==> config.mk <==
export PLATFORM = sky130hd
export DESIGN_NAME = modbus_rtu_response_checker_core
export DESIGN_NICKNAME = d
export VERILOG_FILES = /design/src/hdl/mrrc_pkg.sv /design/src/hdl/modbus_rtu_response_checker_core.sv
export SDC_FILE = /design/constraint.sdc
export NUM_CORES = 1
export LEC_CHECK = 0
export ABC_AREA = 1
export BUFFER_PORTS_ARGS = -buffer_cell sky130_fd_sc_hd__clkbuf_2
export CAP_MARGIN = 20
export CORE_MARGIN = 2
export CORE_UTILIZATION = 35
export DETAILED_ROUTE_END_ITERATION = 16
export PLACE_DENSITY = 0.51
export REMOVE_ABC_BUFFERS = 1
export SYNTH_ARGS = -nofsm -noshare
export SYNTH_HDL_FRONTEND = slang
export SYNTH_SLANG_ARGS = --single-unit
export TNS_END_PERCENT = 1
==> constraint.sdc <==
create_clock -name clk -period 4.3 [get_ports clk]
set_input_delay 0.86 -clock clk [delete_from_list [all_inputs] [get_ports clk]]
set_output_delay 0.86 -clock clk [all_outputs]
set_load 0.05 [all_outputs]
==> src/hdl/mrrc_pkg.sv <==
`default_nettype none

package mrrc_pkg;

  localparam int unsigned MAX_FRAME = 260;
  localparam int unsigned CNT_W     = 9;

  localparam logic [15:0] CRC_SEED   = 16'hFFFF;
  localparam logic [15:0] CRC_POLY   = 16'hA001;
  localparam logic [7:0]  FC_HOLDING = 8'h03;
  localparam logic [7:0]  FC_INPUT   = 8'h04;

  typedef enum logic [1:0] {
    OP_BEGIN = 2'd0,
    OP_BYTE  = 2'd1,
    OP_END   = 2'd2
  } opcode_t;

  typedef logic [1:0] status_t;

  localparam status_t ST_OK     = 2'd0;
  localparam status_t ST_SHORT  = 2'd1;
  localparam status_t ST_HEADER = 2'd2;
  localparam status_t ST_CRC    = 2'd3;

  localparam logic KIND_WORD   = 1'b0;
  localparam logic KIND_STATUS = 1'b1;

  function automatic logic [15:0] crc16_byte(input logic [15:0] crc, input logic [7:0] b);
    logic [15:0] c;
    c = crc ^ {8'h00, b};
    for (int k = 0; k < 8; k++) begin
      c = c[0] ? ((c >> 1) ^ CRC_POLY) : (c >> 1);
    end
    return c;
  endfunction

endpackage

`default_nettype wire

==> src/hdl/modbus_rtu_response_checker_core.sv <==
// An accepted beat is held in stage 1; any result it yields is then registered in the output stage.
// Throughput: one input beat per cycle while in_stall is low; the CRC of a byte is resolved in one pass.
// A beat with no result advances even while a finished result waits to be taken.
// Reset (rst_n low, synchronous): both stages empty, frame state cleared, CRC set to 0xFFFF.
`default_nettype none

module modbus_rtu_response_checker_core
  import mrrc_pkg::*;
(
  input  wire logic        clk,
  input  wire logic        rst_n,
  input  wire logic        in_valid,
  output logic             in_stall,
  input  wire logic [1:0]  in_opcode,
  input  wire logic [7:0]  in_slave_address,
  input  wire logic [7:0]  in_function_code,
  input  wire logic [6:0]  in_register_count,
  input  wire logic [7:0]  in_rx_byte,
  output logic             out_valid,
  input  wire logic        out_stall,
  output logic             out_result_kind,
  output logic [15:0]      out_word_value,
  output logic [6:0]       out_word_index,
  output logic [1:0]       out_status
);

  logic             s1_valid_r, s1_valid_nxt;
  logic [1:0]       s1_opcode_r;
  logic [7:0]       s1_slave_r;
  logic [7:0]       s1_function_r;
  logic [6:0]       s1_count_r;
  logic [7:0]       s1_byte_r;

  logic [7:0]       exp_slave_r, exp_slave_nxt;
  logic [7:0]       exp_function_r, exp_function_nxt;
  logic [6:0]       exp_count_r, exp_count_nxt;
  logic [CNT_W-1:0] byte_counter_r, byte_counter_nxt;
  logic [15:0]      running_crc_r, running_crc_nxt;
  logic             header_bad_r, header_bad_nxt;
  logic             crc_bad_r, crc_bad_nxt;
  logic [7:0]       high_byte_hold_r, high_byte_hold_nxt;

  logic             out_valid_r, out_valid_nxt;
  logic             out_kind_r, out_kind_nxt;
  logic [15:0]      out_value_r, out_value_nxt;
  logic [6:0]       out_index_r, out_index_nxt;
  status_t          out_status_r, out_status_nxt;

  logic             in_accept;
  logic             s1_res;
  logic             s1_adv;
  logic [CNT_W-1:0] expected;
  logic [CNT_W-1:0] data_end;
  logic [CNT_W-1:0] pos_off;

  assign expected = CNT_W'(5) + {1'b0, exp_count_r, 1'b0};
  assign data_end = CNT_W'(3) + {1'b0, exp_count_r, 1'b0};
  assign pos_off  = byte_counter_r - CNT_W'(3);

  always_comb begin
    s1_res             = 1'b0;
    exp_slave_nxt      = exp_slave_r;
    exp_function_nxt   = exp_function_r;
    exp_count_nxt      = exp_count_r;
    byte_counter_nxt   = byte_counter_r;
    running_crc_nxt    = running_crc_r;
    header_bad_nxt     = header_bad_r;
    crc_bad_nxt        = crc_bad_r;
    high_byte_hold_nxt = high_byte_hold_r;
    out_kind_nxt       = KIND_WORD;
    out_value_nxt      = 16'h0000;
    out_index_nxt      = 7'd0;
    out_status_nxt     = ST_OK;
    unique case (opcode_t'(s1_opcode_r))
      OP_BEGIN: begin
        exp_slave_nxt      = s1_slave_r;
        exp_function_nxt   = s1_function_r;
        exp_count_nxt      = s1_count_r;
        byte_counter_nxt   = '0;
        running_crc_nxt    = CRC_SEED;
        header_bad_nxt     = 1'b0;
        crc_bad_nxt        = 1'b0;
        high_byte_hold_nxt = 8'h00;
      end
      OP_BYTE: begin
        if (byte_counter_r < expected && byte_counter_r < CNT_W'(MAX_FRAME)) begin
          if (byte_counter_r == CNT_W'(0)) begin
            if (s1_byte_r != exp_slave_r) header_bad_nxt = 1'b1;
          end else if (byte_counter_r == CNT_W'(1)) begin
            if (s1_byte_r != exp_function_r ||
                (exp_function_r != FC_HOLDING && exp_function_r != FC_INPUT))
              header_bad_nxt = 1'b1;
          end else if (byte_counter_r == CNT_W'(2)) begin
            if (s1_byte_r != {exp_count_r, 1'b0}) header_bad_nxt = 1'b1;
          end else if (byte_counter_r < data_end) begin
            if (!pos_off[0]) begin
              high_byte_hold_nxt = s1_byte_r;
            end else begin
              s1_res        = 1'b1;
              out_value_nxt = {high_byte_hold_r, s1_byte_r};
              out_index_nxt = pos_off[7:1];
            end
          end else if (byte_counter_r == data_end) begin
            if (s1_byte_r != running_crc_r[7:0]) crc_bad_nxt = 1'b1;
          end else begin
            if (s1_byte_r != running_crc_r[15:8]) crc_bad_nxt = 1'b1;
          end
          if (byte_counter_r < data_end)
            running_crc_nxt = crc16_byte(running_crc_r, s1_byte_r);
          byte_counter_nxt = byte_counter_r + CNT_W'(1);
        end
      end
      OP_END: begin
        s1_res       = 1'b1;
        out_kind_nxt = KIND_STATUS;
        if (byte_counter_r < expected)
          out_status_nxt = ST_SHORT;
        else if (header_bad_r)
          out_status_nxt = ST_HEADER;
        else if (crc_bad_r)
          out_status_nxt = ST_CRC;
        else
          out_status_nxt = ST_OK;
      end
      default: begin
      end
    endcase
  end

  // advance unless a result needs a slot that is still held
  assign s1_adv        = s1_valid_r && (!s1_res || !out_valid_r || !out_stall);
  assign in_stall      = s1_valid_r && !s1_adv;
  assign in_accept     = in_valid && !in_stall;
  assign s1_valid_nxt  = in_accept || (s1_valid_r && !s1_adv);
  assign out_valid_nxt = (s1_adv && s1_res) || (out_valid_r && out_stall);

  always_ff @(posedge clk) begin
    if (!rst_n) begin
      s1_valid_r       <= 1'b0;
      out_valid_r      <= 1'b0;
      exp_slave_r      <= 8'h00;
      exp_function_r   <= 8'h00;
      exp_count_r      <= 7'd0;
      byte_counter_r   <= '0;
      running_crc_r    <= CRC_SEED;
      header_bad_r     <= 1'b0;
      crc_bad_r        <= 1'b0;
      high_byte_hold_r <= 8'h00;
    end else begin
      s1_valid_r  <= s1_valid_nxt;
      out_valid_r <= out_valid_nxt;
      if (s1_adv) begin
        exp_slave_r      <= exp_slave_nxt;
        exp_function_r   <= exp_function_nxt;
        exp_count_r      <= exp_count_nxt;
        byte_counter_r   <= byte_counter_nxt;
        running_crc_r    <= running_crc_nxt;
        header_bad_r     <= header_bad_nxt;
        crc_bad_r        <= crc_bad_nxt;
        high_byte_hold_r <= high_byte_hold_nxt;
      end
    end
  end

  always_ff @(posedge clk) begin
    if (in_accept) begin
      s1_opcode_r   <= in_opcode;
      s1_slave_r    <= in_slave_address;
      s1_function_r <= in_function_code;
      s1_count_r    <= in_register_count;
      s1_byte_r     <= in_rx_byte;
    end
    if (s1_adv && s1_res) begin
      out_kind_r   <= out_kind_nxt;
      out_value_r  <= out_value_nxt;
      out_index_r  <= out_index_nxt;
      out_status_r <= out_status_nxt;
    end
  end

  assign out_valid       = out_valid_r;
  assign out_result_kind = out_kind_r;
  assign out_word_value  = out_value_r;
  assign out_word_index  = out_index_r;
  assign out_status      = out_status_r;

`ifndef SYNTHESIS
  a_count_bound: assert property (@(posedge clk) disable iff (!rst_n)
    byte_counter_r <= expected)
    else $error("byte counter beyond expected frame length");

  a_stall_needs_s1: assert property (@(posedge clk) disable iff (!rst_n)
    in_stall |-> s1_valid_r && s1_res && out_valid_r)
    else $error("input stalled without a blocked result");

  a_header_after_byte: assert property (@(posedge clk) disable iff (!rst_n)
    header_bad_r |-> byte_counter_r != CNT_W'(0))
    else $error("header mismatch flagged before any byte");

  a_crc_after_data: assert property (@(posedge clk) disable iff (!rst_n)
    crc_bad_r |-> byte_counter_r > data_end)
    else $error("crc mismatch flagged before crc bytes");

  a_result_lands: assert property (@(posedge clk) disable iff (!rst_n)
    s1_adv && s1_res |=> out_valid_r)
    else $error("advanced result not held in output register");
`endif

endmodule

`default_nettype wire
==> results of run 1 <==
## flip-flops by register name, summed over array words and instances (netlist names)
signal,flops
s1_byte_r,8
out_word_index,7
running_crc_r,16
high_byte_hold_r,8
s1_count_r,7
out_result_kind,1
exp_count_r,7
s1_opcode_r,2
crc_bad_r,1
s1_function_r,8
out_valid,1
out_status,2
s1_valid_r,1
exp_function_r,8
s1_slave_r,8
exp_slave_r,8
byte_counter_r,9
header_bad_r,1
out_word_value,16
## report_power, final
group,switching (uW),leakage [uW],internal [uW]
registers,55.6,0.00102,1250
logic,234,0.00228,122
clock network,505,0.000273,900
total,795,0.00358,2270
## layer usage
metal	track usage, %	routed length [um]
met2	26.65	6913
met1	22.76	7536
met4	5.895	278
met3	3.613	925
met5	0	0
## stage by stage
stage                 TNS, ns  hold WS (ns)  setup slack [ns]
finish                      0        0.4789            0.3527
global route        -0.006212        0.5134         -0.006212
global placement            0        0.4610            0.4969
CTS                         0        0.4815           0.09061
floorplan                   0        0.4485            0.6301
detailed placement          0        0.4670            0.4380
## final cells by class
class | instances | area [sq um] | area share [%]
sequential | 119 | 2979 | 39.46
timing repair buffer | 72 | 382.9 | 5.071
clock buffer | 21 | 440.4 | 5.834
tap | 229 | 286.5 | 3.795
inverter | 138 | 518.0 | 6.861
multi-input combinational | 525 | 2811 | 37.24
clock inverter | 11 | 131.4 | 1.740
## worst min-delay path, stage by stage (launching register included)
cell and delay (ns):
dfxtp_1 0.34, nand2_1 0.06, nand3_1 0.06
## path summary, 6_finish.rpt
check | startpoint | to | slack, ns | depth (start not counted)
min reg2reg | running_crc_r[5] | running_crc_r[5] | 0.48 | 2
max reg2reg | exp_count_r[4] | out_word_index[3] | 0.67 | 19
min | running_crc_r[5] | running_crc_r[5] | 0.48 | 2
max | exp_count_r[4] | in_stall | 0.35 | 15
## logic make-up after synthesis
group	synth area share [%]
simple gates	26.98
buf+inv	10.67
flops	46.08
compound gates	5.353
xor+xnor	5.295
fa+ha+maj	5.625
## what timing repair did
action | in CTS | in global routing
endpoints found under the setup margin | 1 | 1
pin swaps | 0 | 0
resized for setup | 1 | 11
setup buffers | 0 | 0
## cell usage in the layout (no fill, tap or decap), drive strengths merged, types with 18 or more instances in the layout
master,count
clkbuf,84
dfxtp,60
xor2,25
inv,126
nand3,49
clkinv,18
nand4,19
ha,29
edfxtp,59
nor2,101
a21oi,25
nand2,215
==> flow_metrics.env, run 1 <==
export IMPL_dpl_instance_area_sq_um=6948
export IMPL_finalNonFillerCells=1115
export IMPL_cts_made_buffers=17
export IMPL_dp_cells=1083
export IMPL_crit_type="flip-flop to output port"
export IMPL_max_slew_margin_rel_pct=42.13
export IMPL_cts_sinks=119
export IMPL_worst_pin_slew_ns=0.8668
export IMPL_clock_path_buffers=2
export IMPL_synth_seq_cells=119
export IMPL_synth_top_area_share_pct=27.46
export IMPL_cts_tree="yes"
export IMPL_fin_crit_sh_pct=91.80
export IMPL_hpwl_um=11040
export IMPL_path_cells="inv_1 -> nor3_4 -> nand3_1 -> xor2_1 -> ha_1 -> nand2_1 -> a21oi_1 -> nor2_1 -> nand3_1 -> nor2_4 -> nand2_2 -> a21boi_1 -> nand3_1 -> inv_1 -> buf_4"
export IMPL_clkLatencyLatePin_ns=0.42
export IMPL_worstPathArrival_ns=3.09
export IMPL_initial_core_util_pct=35.79
export IMPL_synth_edf_count=59
export IMPL_antenna_found_initial=0
export IMPL_track_usage_pct=16.82
export IMPL_cap_viol_max_count=0
export IMPL_seq_area_frac_synth_pct=46.08
export IMPL_grt_pass1_wl_um=25700
export IMPL_final_core_util_pct=41.89
export IMPL_die_area_sq_um=19530
export IMPL_ios=65
export IMPL_cp_required_ns=3.44
export IMPL_fin_total_pwr_uw=3068
export IMPL_drtAntennaViolNets=0
export IMPL_hold_violations=0
export IMPL_vdd_drop_max_v=0.0003395
export IMPL_drc=0
export IMPL_crit_slowest_cell="dfxtp_1"
export IMPL_yosysMostFrequentCell="nand2_1"
export IMPL_status="complete, no violations"
export IMPL_skew_ns=0.008647
export IMPL_synth_top_area_cell="edfxtp_1"
export IMPL_cts_hold_buf=0
export IMPL_coreArea_sq_um=18020
export IMPL_hold_path_class="flip-flop to flip-flop"
export IMPL_yosys_top_cells_area="edfxtp_1 27%, dfxtp_1 19%, nand2_1 12%, inv_1 6.5%, nor2_1 5.7%"
export IMPL_rows=49
export IMPL_die_w_um=139.8
export IMPL_ys_top_cells_by_count="207 x nand2_1, 111 x inv_1, 98 x nor2_1"
export IMPL_avgSynthCellArea_sq_um=7.906
export IMPL_grt_max_degree=50
export IMPL_antenna_cells=0
export IMPL_die_y_um=139.8
export IMPL_setup_violations=0
export IMPL_startpoint_type="flip-flop"
export IMPL_max_stage_delay_ns=0.44
export IMPL_nets=939
export IMPL_period_needed_ns=3.947
export IMPL_wl_per_cell_um=14.04
export IMPL_portBuffers=64
export IMPL_cts_max_level=4
export IMPL_via_per_inst=4.599
export IMPL_ys_types=41
export IMPL_finalWirelength_um=15650
export IMPL_path_buf_inv=3
export IMPL_cp_max_fo=5
export IMPL_crit_top_cell="nand3_1"
export IMPL_power_density_nw_per_um2=406.4
export IMPL_syn_area_sq_um=6451
export IMPL_drt_iter0_markers=307
export IMPL_cts_root_buf="clkbuf_16"
export IMPL_endpoint_kind="output port"
export IMPL_synth_cells=816
export IMPL_cp_top_family="simple AND/OR/NAND/NOR gates"
export IMPL_synth_warnings=0
export IMPL_drive_gt1_share_pct=15.24
export IMPL_vias=5128
export IMPL_maxSlewViolCount=0
export IMPL_grt_pass1_vias=4994
export IMPL_fmax_mhz=253.3
export IMPL_fillCellCount=1879
export IMPL_gp_congestion=0.8541
export IMPL_areaGrowthSynthToFinish_pct=17.03
export IMPL_ys_flop_type="dfxtp_1"
export IMPL_p_leak_uw=0.003580
export IMPL_clkTransAtPathRegs_ns=0.05
export IMPL_firstDrtPassIters=4
export IMPL_async_flop_share_pct=0
export IMPL_fin_area_sq_um=7550
export IMPL_grt_overflow_total=0
Note: power is estimated with default switching activity, not from simulation.
==> run 2: changes to the inputs <==
--- a/config.mk
+++ b/config.mk
@@ -9,9 +9,9 @@
 export BUFFER_PORTS_ARGS = -buffer_cell sky130_fd_sc_hd__clkbuf_2
 export CAP_MARGIN = 20
 export CORE_MARGIN = 2
-export CORE_UTILIZATION = 35
+export CORE_UTILIZATION = 40
 export DETAILED_ROUTE_END_ITERATION = 16
-export PLACE_DENSITY = 0.51
+export PLACE_DENSITY = 0.57
 export REMOVE_ABC_BUFFERS = 1
 export SYNTH_ARGS = -nofsm -noshare
 export SYNTH_HDL_FRONTEND = slang
==> flow_metrics.env, run 2 (synthesis gave the netlist of run 1 again) <==
export IMPL_cap_viol_max_count=0
export IMPL_power_density_nw_per_um2=393.4
export IMPL_cts_tree="yes"
export IMPL_die_w_um=131.0
export IMPL_grt_pass1_wl_um=24550
export IMPL_gp_congestion=0.8331
export IMPL_r2r_start="exp_count_r[3]"
export IMPL_wl_per_cell_um=13.55
export IMPL_drive_gt1_share_pct=15.35
export IMPL_ios=65
export IMPL_maxSlewViolCount=0
export IMPL_cp_startpoint="exp_count_r[3]"
export IMPL_max_slew_margin_rel_pct=45.83
export IMPL_clkLatencyLatePin_ns=0.42
export IMPL_rows=46
export IMPL_hold_violations=0
export IMPL_cts_max_level=4
export IMPL_nets=939
export IMPL_track_usage_pct=18.95
export IMPL_setup_violations=0
export IMPL_clkTransAtPathRegs_ns=0.06
export IMPL_die_y_um=131.0
export IMPL_antenna_found_initial=0
export IMPL_initial_core_util_pct=40.76
export IMPL_cts_hold_buf=0
export IMPL_period_needed_ns=3.948
export IMPL_drc=0
export IMPL_portBuffers=64
export IMPL_rsz0062_at_grt="false"
export IMPL_crit_type="flip-flop to output port"
export IMPL_cts_made_buffers=17
export IMPL_vdd_drop_max_v=0.0002566
export IMPL_met3_length_um=639
export IMPL_via_per_inst=4.618
export IMPL_fillCellCount=1593
export IMPL_areaGrowthSynthToFinish_pct=16.06
export IMPL_met1Wirelength_um=7384
export IMPL_grt_overflow_total=0
export IMPL_drtAntennaViolNets=0
export IMPL_mostFrequentLayoutCell="nand2_1"
export IMPL_hpwl_um=10620
export IMPL_cts_sinks=119
export IMPL_worst_pin_slew_ns=0.8114
export IMPL_p_leak_uw=0.003545
export IMPL_post_cts_setup_buffer_count=0
export IMPL_post_cts_resized=0
export IMPL_fin_setup_tns_ns=0
export IMPL_hold_path_class="flip-flop to flip-flop"
export IMPL_firstDrtPassIters=4
export IMPL_status="complete, no violations"
export IMPL_fin_ws_ns=0.3523
export IMPL_cp_max_fo=6
export IMPL_min_delay_start="running_crc_r[7]"
export IMPL_top_layer_used="met4"
export IMPL_fin_crit_sh_pct=91.81
export IMPL_met2_length_um=6673
export IMPL_final_cell_mix="207 x nand2_1, 111 x inv_1, 98 x nor2_1"
export IMPL_endpoint_kind="output port"
export IMPL_grt_pass1_vias=4822
export IMPL_coreArea_sq_um=15830
export IMPL_finalWirelength_um=14930
export IMPL_cp_required_ns=3.44
export IMPL_antenna_cells=0
export IMPL_grt_max_degree=50
export IMPL_pre_cts_slack_ns=0.5036
export IMPL_cts_root_buf="clkbuf_16"
export IMPL_skew_ns=0.008472
export IMPL_vias=5089
export IMPL_die_area_sq_um=17160
export IMPL_fmax_mhz=253.3
export IMPL_clock_path_buffers=2
export IMPL_drt_iter0_markers=391
export IMPL_startpoint_type="flip-flop"
export IMPL_worstPathArrival_ns=3.09
-- run 2: changes by cell type in the layout (fill, tap and decap cells not counted), moves of 2 or more --
cell	delta
clkbuf_8	+2
clkinv_2	-2
bufinv_16	-3
clkinv_1	-3
clkinvlp_4	+5
-- run 2: worst paths after layout --
path | endpoint | slack, ns | depth (start not counted)
worst max-delay path | in_stall | 0.35 | 15
worst max register to register | out_word_value[1] | 0.67 | 19
worst min register to register | running_crc_r[7] | 0.48 | 2
worst min-delay path | running_crc_r[7] | 0.48 | 2
-- run 2: final cells by class --
cell class	instances	area [sq um]	share of cell area, %
multi-input combinational	525	2801	37.42
clock buffer	22	464.2	6.200
clock inverter	10	75.07	1.003
timing repair buffer	72	382.9	5.114
inverter	138	518.0	6.918
sequential	119	2975	39.74
tap	216	270.3	3.610
-- run 2: per-stage QoR --
stage / power, uW / cell area (sq um) / instances / util, % / hold WS [ns]
final: 2945 / 7487 / 1102 / 47.30 / 0.4820
after global routing: 3081 / 7487 / 1102 / 47.30 / 0.5026
after CTS: 2974 / 7471 / 1102 / 47.20 / 0.4830
after detailed placement: 1684 / 6932 / 1070 / 43.79 / 0.4675
after global placement: 1683 / 6932 / 1070 / 43.79 / 0.4613
after floorplan: 1567 / 6281 / 782 / - / 0.4485
-- run 2: per-layer routing --
layer	up-vias	GRT usage, %
li1	2680	-
met1	2284	25.81
met2	103	30.08
met3	22	3.746
met4	0	6.696
met5	-	0
-- run 2: critical path, cell delays in order, from the launching register on --
cell and delay, ns:
dfxtp_1 0.43, inv_1 0.14, nor3_4 0.25, nand3_1 0.11, xor2_1 0.16, ha_1 0.28, nand2_1 0.09, a21oi_1 0.05
nor2_1 0.09, nand3_1 0.18, nor2_4 0.18, nand2_2 0.07, a21boi_1 0.18, nand3_1 0.11, inv_1 0.11, clkbuf_4 0.23
-- run 2: where the power goes --
part	switching (uW)	leakage [uW]	internal, uW	total, uW
Combinational	232	0.00228	123	355
Sequential	55.3	0.00102	1250	1310
Clock	518	0.000241	766	1280
Total	806	0.00354	2140	2950
